`src/design/emt_pkg.sv`:
```
// Shared types and constants for the tick-to-microsecond elapsed timer.
package emt_pkg;

    // Field widths of the beats and of the rate register.
    localparam int TIME_BITS = 64;
    localparam int RATE_BITS = 32;
    localparam int US_BITS   = 20;
    localparam int PROD_BITS = RATE_BITS + US_BITS;
    localparam int STEP_BITS = 6;

    // Microseconds in one second, and the reset value of the rate register.
    localparam logic [US_BITS-1:0]   US_PER_SECOND = US_BITS'(1000000);
    localparam logic [RATE_BITS-1:0] RATE_RESET    = RATE_BITS'(1000000);

    // Last step of the whole-second division and of the fraction division.
    localparam logic [STEP_BITS-1:0] WHOLE_LAST = STEP_BITS'(TIME_BITS - 1);
    localparam logic [STEP_BITS-1:0] PART_LAST  = STEP_BITS'(PROD_BITS - 1);

    // Operation codes.
    localparam logic [1:0] OP_RESTART = 2'd0;
    localparam logic [1:0] OP_READ    = 2'd1;
    localparam logic [1:0] OP_CONVERT = 2'd2;
    localparam logic [1:0] OP_ARM     = 2'd3;

    typedef logic [TIME_BITS-1:0] time_t;
    typedef logic [RATE_BITS-1:0] rate_t;

    typedef struct packed {
        logic [1:0] operation;
        time_t      counter_value;
        time_t      tick_count;
        time_t      delay_us;
    } in_item_t;

    typedef struct packed {
        time_t time_us;
        logic  delay_done;
        logic  status;
    } out_item_t;

endpackage

```
`src/design/emt_conv.sv`:
```
// Bit-serial tick to microsecond converter: two restoring divisions by the rate.
module emt_conv (
    input  logic           clk,
    input  logic           rst_n,
    input  logic           start,
    input  emt_pkg::time_t ticks,
    input  emt_pkg::rate_t rate,
    output logic           done,
    output emt_pkg::time_t result
);
    import emt_pkg::*;

    localparam logic [2:0] C_IDLE  = 3'd0;
    localparam logic [2:0] C_WHOLE = 3'd1;
    localparam logic [2:0] C_MUL   = 3'd2;
    localparam logic [2:0] C_PART  = 3'd3;
    localparam logic [2:0] C_SUM   = 3'd4;

    logic [2:0]           state_reg, state_next;
    logic [STEP_BITS-1:0] cnt_reg, cnt_next;
    logic                 done_reg, done_next;
    time_t                dvd_reg, dvd_next;
    rate_t                rem_reg, rem_next;
    time_t                acc_reg, acc_next;
    logic [US_BITS-1:0]   part_reg, part_next;
    time_t                result_reg, result_next;

    logic [RATE_BITS:0]   trial;
    logic [RATE_BITS:0]   diff;
    logic                 fits;
    rate_t                rem_step;
    time_t                acc_step;
    logic [US_BITS-1:0]   part_step;
    logic [PROD_BITS-1:0] product;

    // One quotient bit per cycle: shift in the next dividend bit and try the rate.
    assign trial     = {rem_reg, dvd_reg[TIME_BITS-1]};
    assign fits      = trial >= {1'b0, rate};
    assign diff      = trial - {1'b0, rate};
    assign rem_step  = fits ? diff[RATE_BITS-1:0] : trial[RATE_BITS-1:0];
    // Whole seconds are scaled on the fly: each quotient bit adds one second.
    assign acc_step  = {acc_reg[TIME_BITS-2:0], 1'b0}
                     + (fits ? TIME_BITS'(US_PER_SECOND) : '0);
    assign part_step = {part_reg[US_BITS-2:0], fits};
    // Remainder scaled to microseconds, the dividend of the second division.
    assign product   = PROD_BITS'(rem_reg) * PROD_BITS'(US_PER_SECOND);

    // Sequencer of the two divisions.
    always_comb
    begin
        state_next  = state_reg;
        cnt_next    = cnt_reg;
        done_next   = 1'b0;
        dvd_next    = dvd_reg;
        rem_next    = rem_reg;
        acc_next    = acc_reg;
        part_next   = part_reg;
        result_next = result_reg;
        case (state_reg)
            C_IDLE:
            begin
                if (start)
                begin
                    dvd_next   = ticks;
                    rem_next   = '0;
                    acc_next   = '0;
                    cnt_next   = '0;
                    state_next = C_WHOLE;
                end
            end
            C_WHOLE:
            begin
                dvd_next = {dvd_reg[TIME_BITS-2:0], 1'b0};
                rem_next = rem_step;
                acc_next = acc_step;
                cnt_next = cnt_reg + 1'b1;
                if (cnt_reg == WHOLE_LAST)
                begin
                    state_next = C_MUL;
                end
            end
            C_MUL:
            begin
                dvd_next   = {product, (TIME_BITS-PROD_BITS)'(0)};
                rem_next   = '0;
                part_next  = '0;
                cnt_next   = '0;
                state_next = C_PART;
            end
            C_PART:
            begin
                dvd_next  = {dvd_reg[TIME_BITS-2:0], 1'b0};
                rem_next  = rem_step;
                part_next = part_step;
                cnt_next  = cnt_reg + 1'b1;
                if (cnt_reg == PART_LAST)
                begin
                    state_next = C_SUM;
                end
            end
            C_SUM:
            begin
                result_next = acc_reg + TIME_BITS'(part_reg);
                done_next   = 1'b1;
                state_next  = C_IDLE;
            end
            default:
            begin
                state_next = C_IDLE;
            end
        endcase
    end

    // Control registers.
    always_ff @(posedge clk or negedge rst_n)
    begin
        if (!rst_n)
        begin
            state_reg <= C_IDLE;
            cnt_reg   <= '0;
            done_reg  <= 1'b0;
        end
        else
        begin
            state_reg <= state_next;
            cnt_reg   <= cnt_next;
            done_reg  <= done_next;
        end
    end

    // Datapath registers.
    always_ff @(posedge clk)
    begin
        dvd_reg    <= dvd_next;
        rem_reg    <= rem_next;
        acc_reg    <= acc_next;
        part_reg   <= part_next;
        result_reg <= result_next;
    end

    assign done   = done_reg;
    assign result = result_reg;

endmodule

```
`src/design/elapsed_time_microsecond_timer.sv`:
```
// Top level of the tick-to-microsecond elapsed timer: item control and timer state.
// An item steps through the states now, tick and finish; a bit-serial conversion (read,
// arm or convert) adds a wait for its result, and a convert that also needs the current
// time for an armed delay waits for two conversions. The next item is taken in the cycle after the
// result is loaded, even while it waits; a still-stalled older result holds the last step.
// Reset (rst_n, asynchronous) sets the rate to 1000000 Hz and clears all timer state.
module elapsed_time_microsecond_timer #(
    parameter int COUNTER_BITS = 64
) (
    input  logic               clk,
    input  logic               rst_n,
    input  logic               in_valid,
    output logic               in_stall,
    input  emt_pkg::in_item_t  in_item,
    output logic               out_valid,
    input  logic               out_stall,
    output emt_pkg::out_item_t out_item,
    input  logic               cfg_valid,
    output logic               cfg_ready,
    input  emt_pkg::rate_t     cfg_data
);
    import emt_pkg::*;

    localparam logic [2:0] S_IDLE      = 3'd0;
    localparam logic [2:0] S_NOW       = 3'd1;
    localparam logic [2:0] S_NOW_WAIT  = 3'd2;
    localparam logic [2:0] S_TICK      = 3'd3;
    localparam logic [2:0] S_TICK_WAIT = 3'd4;
    localparam logic [2:0] S_FINISH    = 3'd5;

    logic [2:0]              state_reg, state_next;
    rate_t                   rate_reg, rate_next;
    logic                    valid_reg, valid_next;
    logic                    armed_reg, armed_next;
    logic [COUNTER_BITS-1:0] origin_reg, origin_next;
    time_t                   deadline_reg, deadline_next;
    in_item_t                item_reg, item_next;
    time_t                   now_reg, now_next;
    time_t                   tconv_reg, tconv_next;
    logic                    out_valid_reg, out_valid_next;
    out_item_t               out_item_reg, out_item_next;

    logic                    accept;
    logic                    out_free;
    logic                    rate_nz;
    logic                    usable;
    logic                    need_now;
    logic                    need_ticks;
    logic [COUNTER_BITS-1:0] elapsed;
    logic                    conv_start;
    time_t                   conv_ticks;
    logic                    conv_done;
    time_t                   conv_result;
    time_t                   now_use;
    time_t                   deadline_sum;
    time_t                   deadline_fin;
    logic                    armed_fin;
    out_item_t               result;

    assign accept    = in_valid && !in_stall;
    assign in_stall  = state_reg != S_IDLE;
    assign out_free  = !out_valid_reg || !out_stall;
    assign cfg_ready = 1'b1;

    // Timer usability and which conversions this item needs.
    assign rate_nz    = rate_reg != '0;
    assign usable     = valid_reg && rate_nz;
    assign need_now   = usable && (item_reg.operation != OP_RESTART)
                     && (item_reg.operation == OP_READ || item_reg.operation == OP_ARM
                         || armed_reg);
    assign need_ticks = rate_nz && (item_reg.operation == OP_CONVERT);

    // Elapsed ticks since the origin, wrapping at the counter width.
    assign elapsed    = item_reg.counter_value[COUNTER_BITS-1:0] - origin_reg;
    assign conv_ticks = (state_reg == S_TICK) ? item_reg.tick_count : TIME_BITS'(elapsed);
    assign conv_start = (state_reg == S_NOW && need_now) || (state_reg == S_TICK && need_ticks);

    emt_conv u_conv (
        .clk    (clk),
        .rst_n  (rst_n),
        .start  (conv_start),
        .ticks  (conv_ticks),
        .rate   (rate_reg),
        .done   (conv_done),
        .result (conv_result)
    );

    // Result fields, new deadline and deadline check.
    always_comb
    begin
        now_use           = usable ? now_reg : '0;
        deadline_sum      = now_use + item_reg.delay_us;
        armed_fin         = armed_reg;
        deadline_fin      = deadline_reg;
        result.time_us    = '0;
        result.status     = 1'b1;
        result.delay_done = 1'b1;
        case (item_reg.operation)
            OP_RESTART:
            begin
                result.status = !rate_nz;
            end
            OP_READ:
            begin
                result.time_us = now_use;
                result.status  = !usable;
            end
            OP_CONVERT:
            begin
                result.time_us = rate_nz ? tconv_reg : '0;
                result.status  = !rate_nz;
            end
            OP_ARM:
            begin
                result.time_us = now_use;
                result.status  = !usable;
                if (usable)
                begin
                    if (item_reg.delay_us == '0)
                    begin
                        armed_fin = 1'b0;
                    end
                    else
                    begin
                        deadline_fin = deadline_sum;
                        armed_fin    = 1'b1;
                    end
                end
            end
            default:
            begin
                result.status = 1'b1;
            end
        endcase
        if (armed_fin && usable && now_use >= deadline_fin)
        begin
            armed_fin = 1'b0;
        end
        result.delay_done = !armed_fin;
    end

    // Item sequencer and timer state.
    always_comb
    begin
        state_next     = state_reg;
        rate_next      = rate_reg;
        valid_next     = valid_reg;
        armed_next     = armed_reg;
        origin_next    = origin_reg;
        deadline_next  = deadline_reg;
        item_next      = item_reg;
        now_next       = now_reg;
        tconv_next     = tconv_reg;
        out_valid_next = out_valid_reg && out_stall;
        out_item_next  = out_item_reg;
        if (cfg_valid && cfg_ready)
        begin
            rate_next = cfg_data;
        end
        case (state_reg)
            S_IDLE:
            begin
                if (accept)
                begin
                    item_next  = in_item;
                    now_next   = '0;
                    state_next = S_NOW;
                    // Restart takes effect before the current time is formed.
                    if (in_item.operation == OP_RESTART)
                    begin
                        origin_next = in_item.counter_value[COUNTER_BITS-1:0];
                        valid_next  = rate_nz;
                        armed_next  = 1'b0;
                    end
                end
            end
            S_NOW:
            begin
                state_next = need_now ? S_NOW_WAIT : S_TICK;
            end
            S_NOW_WAIT:
            begin
                if (conv_done)
                begin
                    now_next   = conv_result;
                    state_next = S_TICK;
                end
            end
            S_TICK:
            begin
                state_next = need_ticks ? S_TICK_WAIT : S_FINISH;
            end
            S_TICK_WAIT:
            begin
                if (conv_done)
                begin
                    tconv_next = conv_result;
                    state_next = S_FINISH;
                end
            end
            S_FINISH:
            begin
                if (out_free)
                begin
                    out_item_next  = result;
                    out_valid_next = 1'b1;
                    armed_next     = armed_fin;
                    deadline_next  = deadline_fin;
                    state_next     = S_IDLE;
                end
            end
            default:
            begin
                state_next = S_IDLE;
            end
        endcase
    end

    // Control and timer state registers.
    always_ff @(posedge clk or negedge rst_n)
    begin
        if (!rst_n)
        begin
            state_reg     <= S_IDLE;
            rate_reg      <= RATE_RESET;
            valid_reg     <= 1'b0;
            armed_reg     <= 1'b0;
            origin_reg    <= '0;
            deadline_reg  <= '0;
            out_valid_reg <= 1'b0;
        end
        else
        begin
            state_reg     <= state_next;
            rate_reg      <= rate_next;
            valid_reg     <= valid_next;
            armed_reg     <= armed_next;
            origin_reg    <= origin_next;
            deadline_reg  <= deadline_next;
            out_valid_reg <= out_valid_next;
        end
    end

    // Payload registers.
    always_ff @(posedge clk)
    begin
        item_reg     <= item_next;
        now_reg      <= now_next;
        tconv_reg    <= tconv_next;
        out_item_reg <= out_item_next;
    end

    assign out_valid = out_valid_reg;
    assign out_item  = out_item_reg;

endmodule

```
`config.mk`:
```
export PLATFORM = sky130hd
export DESIGN_NAME = elapsed_time_microsecond_timer
export DESIGN_NICKNAME = d
export VERILOG_FILES = /design/src/design/emt_pkg.sv /design/src/design/emt_conv.sv /design/src/design/elapsed_time_microsecond_timer.sv
export SDC_FILE = /design/constraint.sdc
export NUM_CORES = 2
export LEC_CHECK = 0
export ABC_CLOCK_PERIOD_IN_PS = 15400
export BUFFER_PORTS_ARGS = -buffer_cell sky130_fd_sc_hd__buf_4
export CAP_MARGIN = 20
export CORE_UTILIZATION = 30
export CTS_BUF_LIST = sky130_fd_sc_hd__clkbuf_8
export DETAILED_ROUTE_END_ITERATION = 7
export SKIP_CTS_REPAIR_TIMING = 1
export SLEW_MARGIN = 0
export SYNTH_ARGS = -nofsm -noshare
export SYNTH_HDL_FRONTEND = slang
export SYNTH_SLANG_ARGS = --single-unit
```
`constraint.sdc`:
```
create_clock -name clk -period 15.4 [get_ports clk]
set_input_delay 0.77 -clock clk [delete_from_list [all_inputs] [get_ports clk]]
set_output_delay 0.77 -clock clk [all_outputs]
set_load 0.01 [all_outputs]
```
* Word level (Yosys, flattened, before mapping)
Cells that the tools add are included.
Storage, ports and cells: register bits after elaboration 808, latch bits 0, bits in writable memories 0, ROM bits 0, bits of input ports 231, memories 0
Operators by class: add/sub/neg operators 6, multipliers 1, divide/modulo/power cells 0, order comparisons 2, equal/unequal tests 22, shifts and indexed selects 0, mux-type cells 44, bitwise operators 0, reduce and logical (&&, ||, !) cells 46
Operators with widths (number):
- $mux W64 | 10
- $pmux W64 S2 | 3
- $pmux W64 S3 | 1
- $add A64 B64 Y64 | 2
- $pmux W32 S3 | 1
- $add A64 B20 Y64 | 1
- $ge A64 B64 Y1 | 1
- $logic_not A64 Y1 | 1
- $mux W32 | 2
- $sub A64 B64 Y64 | 1
- $mul A32 B14 Y46 const B | 1
- $pmux W20 S2 | 1
- $ge A33 B32 Y1 | 1
- $reduce_bool A32 Y1 | 1
- $sub A32 B32 Y32 | 1
- $mux W3 | 7
- $mux W20 | 1
- $pmux W3 S6 | 1
- $pmux W6 S3 | 1
- $eq A3 B2 Y1 const B | 4
- $eq A6 B6 Y1 const B | 2
- $mux W1 | 12
- $pmux W3 S4 | 1
- $logic_and A1 B1 Y1 | 10
- other kinds (19) | 54

* Depth between registers and ports, before layout
depth after elaboration 12, mapped depth 40

* Cells and area by module
Synthesis repeated with hierarchy kept, for this count alone.
Second synthesis, totals: cell total of the unflattened synthesis 4779, area total of the unflattened synthesis 51240.4 um^2
By module, submodules not included:
- elapsed_time_microsecond_timer | times used 1, cells each 2745, area each 30425.4 um^2
- emt_conv | times used 1, cells each 2034, area each 20815.0 um^2

* Least setup slack after synthesis
Ideal clock, no wire load.
path kind reg-to-reg, start point register state_reg[0], end point register now_reg[0] (enable), arrival time 10.544 ns, required time 14.979 ns, slack 4.436 ns, cell stages (with the launch flop) 5, buffers on the path 1, clock period less this slack 10.964 ns, path through dfrtp_1 -> clkbuf_1 -> or3_1 -> nor2_1 -> a21o_1
On the way: word-level cells in the longest chain between the ends 5, elaborated cells on any way between the ends 9, classes of those cells eq/ne (3); reduce/logical (6)
RTL lines:
- from (decl) | line elapsed_time_microsecond_timer.sv:31 | logic [2:0] state_reg, state_next;
- from (signal assigned) | line elapsed_time_microsecond_timer.sv:234 | state_reg <= state_next;
- $reduce_bool A3 Y1 | line elapsed_time_microsecond_timer.sv:61 | assign in_stall = state_reg != S_IDLE;
- net in_stall | line elapsed_time_microsecond_timer.sv:13 | output logic in_stall,
- $logic_not A1 Y1 | line elapsed_time_microsecond_timer.sv:60 | assign accept = in_valid && !in_stall;
- $logic_and A1 B1 Y1 | line elapsed_time_microsecond_timer.sv:60
- $ne A2 B2 Y1 (no source line)
- $reduce_and A3 Y1 (no source line)
- to (signal assigned) | line elapsed_time_microsecond_timer.sv:248 | now_reg <= now_next;
- to (decl) | line elapsed_time_microsecond_timer.sv:38 | time_t now_reg, now_next;
The timed path passes the listed nets, and every way through them passes these cells. A chain may end at the register's enable or synchronous reset.

==> impl_metrics.tcl <==
set metrics [dict create \
    drc 0 \
    fin_setup_tns_ns 0 \
    drt_iter0_markers 2980 \
    synth_ff_type "edfxtp_1" \
    fin_cells 7238 \
    cpMostUsedCell "a21o_1" \
    drv_cap 0 \
    hold_path.class "input port to flip-flop" \
    post-route-util_pct 35.1 \
    cp_max_fo 67 \
    dpl_cell_area_um2 54700 \
    yosysWarnings 0 \
    grt-ovfl-total 0 \
    wirelength_um 143000 \
    largest_reg_flops 194 \
    synth_fp_nets 5363 \
    setup_viol 0 \
    root_buffer "clkbuf_8" \
    grt_first_pass_wirelength_um 217000 \
    reg2reg_depth 32 \
    clock_skew_ns 0.0807 \
    coreArea_um2 165000 \
    first_global_vias 35900 \
    port_buffers 298 \
    yosysSeqAreaShare_pct 46.3 \
    die_area_um2 169000 \
    rsz0062_at_grt "no" \
    worstReg2RegEnd "out_item[1]" \
    drive_above_1_share_pct 14.3 \
    rows 149 \
    htreeDepth 4 \
    synth_cell_types 112 \
    clock_path_buffers 3 \
    clk_pin_slew_worst_paths_ns 0.06 \
    cts_made_buffers 146 \
    clk_latency_ns 0.92 \
    grtUsageTotal_pct 16.7 \
    status "finished, final reports clean" \
    relSlewSlack_pct 25.8 \
    ant_nets 0 \
    antenna_found_initial 5 \
    synth_edf_count 626 \
    finish.instance_area_um2 58100 \
    crit_start "valid_reg" \
    n_fill_cell 16500 \
    gp_congestion 0.913 \
    synth_seq_cells 802 \
    die_w_um 411 \
    hpwlAfterDp_um 108000 \
    worst_slew_pin_slew_ns 1.11 \
    critPathLaunchType "flip-flop" \
    dp.cells 6953 \
    fin_nets 5667 \
    grt_max_degree 73 \
    drv_slew 0 \
    wire_per_inst_um 19.7 \
    layout_min_cycle_time_ns 8.51 \
    end_kind "flip-flop" \
    syn_inst 4618 \
    path_class "flip-flop to flip-flop" \
    die_y_um 411 \
    fmax_mhz 117 \
    first_pass_iters 6 \
    io_pins 300 \
    cp-endpoint "out_item[1]" \
    vias 36200 \
    viasPerCell 5.00 \
    reg2reg_slack_ns 6.89 \
    avgSynthCellArea_um2 10.9 \
    cp.required_ns 16.02 \
    async_flop_share_pct 21.9 \
    seqCellArea_um2 23200 \
    multiInputGateArea_um2 25100 \
    fin_crit_sh_pct 55.3 \
    regToRegStartpoint "valid_reg" \
    start_util_pct 30.3 \
    cts_sinks 802 \
    cp.arrival_ns 9.13 \
    hold_viol 0 \
    area_growth_syn_to_layout_pct 15.8 \
    cts_tree "built" \
    netlist_area_um2 50100 \
    cp_slowest_cell "dfrtp_1" \
    max_stage_delay_ns 0.75 \
]
-- cell usage after synthesis (all sizes together), types with 42 or more instances --
cell / n / area, µm²
xor2: 124 / 1100
edfxtp: 626 / 18800
o21ai: 293 / 1480
nand2b: 48 / 300
o21a: 42 / 315
a22o: 63 / 552
a21oi: 289 / 1480
dfrtp: 169 / 4230
nand2: 365 / 1370
mux2: 78 / 878
nor2b: 46 / 295
xnor2: 158 / 1380
mux2i: 50 / 500
nor2: 313 / 1170
fa: 138 / 2760
nand4: 55 / 344
clkbuf: 157 / 591
inv: 317 / 1190
a21o: 105 / 788
and3: 54 / 338
ha: 376 / 4700
nor3: 65 / 325
nand3: 63 / 320
and2: 135 / 847
-- worst max-delay path: cells and delay by family, from the launching register on --
family / cells / cell delay [ns]
AO/OA/AOI/OAI: 17 / 3.57
AND/OR/NAND/NOR: 9 / 1.84
buffers and inverters: 2 / 1.02
flip-flops: 1 / 0.75
adder cells (fa/ha/maj): 2 / 0.69
XOR/XNOR: 1 / 0.22
multiplexers: 1 / 0.11
-- how the worst min path moves through the flow --
| stage | start | endpoint | slack, ns | depth (start not counted) |
|---|---|---|---|---|
| global placement | u_conv.result[8] | tconv_reg[8] | 0.42 | 0 |
| global route | in_item[93] | item_reg[93] | -0.002 | 1 |
| detailed placement | u_conv.result[8] | tconv_reg[8] | 0.43 | 0 |
| CTS | rst_n | deadline_reg[28] | -0.27 | 1 |
| finish | in_item[93] | item_reg[93] | 0.05 | 1 |
| floorplan | u_conv.result[0] | tconv_reg[0] | 0.42 | 0 |
-- per-stage QoR --
step | worst slack [ns] | hold WS, ns
floorplan | 4.44 | 0.417
global placement | 7.13 | 0.423
detailed placement | 6.92 | 0.426
CTS | 6.92 | -0.267
global route | 6.17 | -0.00234
finish | 6.89 | 0.0508
-- cells by family after synthesis --
| family | count (synthesis) | synth area share (%) |
|---|---|---|
| AOI/OAI and AO/OA | 1117 | 14.8 |
| buffers and inverters | 505 | 3.88 |
| DFF | 802 | 46.3 |
| adders and majority gates | 517 | 15.0 |
| xor gates and xnor gates | 282 | 4.96 |
| muxes | 128 | 2.75 |
| and+or+nand+nor | 1266 | 12.3 |
| other | 1 | 0.00748 |
-- layout by cell type, fill, tap and decap left out, drive strengths merged, types with 52 or more instances in the layout --
master,Yosys,routed
xor2,124,124
buf,30,332
and3,54,54
o21ai,293,293
a21oi,289,289
clkinv,1,52
and2,135,135
nor3,65,65
nand2,365,365
a22o,63,63
edfxtp,626,626
clkbuf,157,160
inv,317,363
dfrtp,169,169
ha,376,376
nand3,63,63
xnor2,158,158
mux2,78,78
nor2,313,313
fa,138,138
a21o,105,105
nand4,55,55
-- layer usage --
metal | share of wire [%] | vias to the layer above | wire [µm] | track usage, %
met3 | 5.7 | 192 | 8190 | 2.81
met2 | 45 | 1035 | 63700 | 25.8
met5 | 0 | - | 0 | 0
met1 | 46 | 17500 | 66300 | 23.5
met4 | 3.1 | 0 | 4440 | 5.80
li1 | - | 17400 | - | -
-- final cells by class --
type / instances / share of cell area, %
Tap cell: 2189 / 4.72
Multi-Input combinational cell: 3311 / 43.1
Inverter: 318 / 2.06
Clock buffer: 159 / 3.77
Timing Repair Buffer: 343 / 4.49
Sequential cell: 802 / 40.0
Antenna cell: 3 / 0.0129
Clock inverter: 113 / 1.84
Power is left out: the tool's default activity adds up to more than one toggle a clock period on the data nets, which glitch-free logic cannot reach.
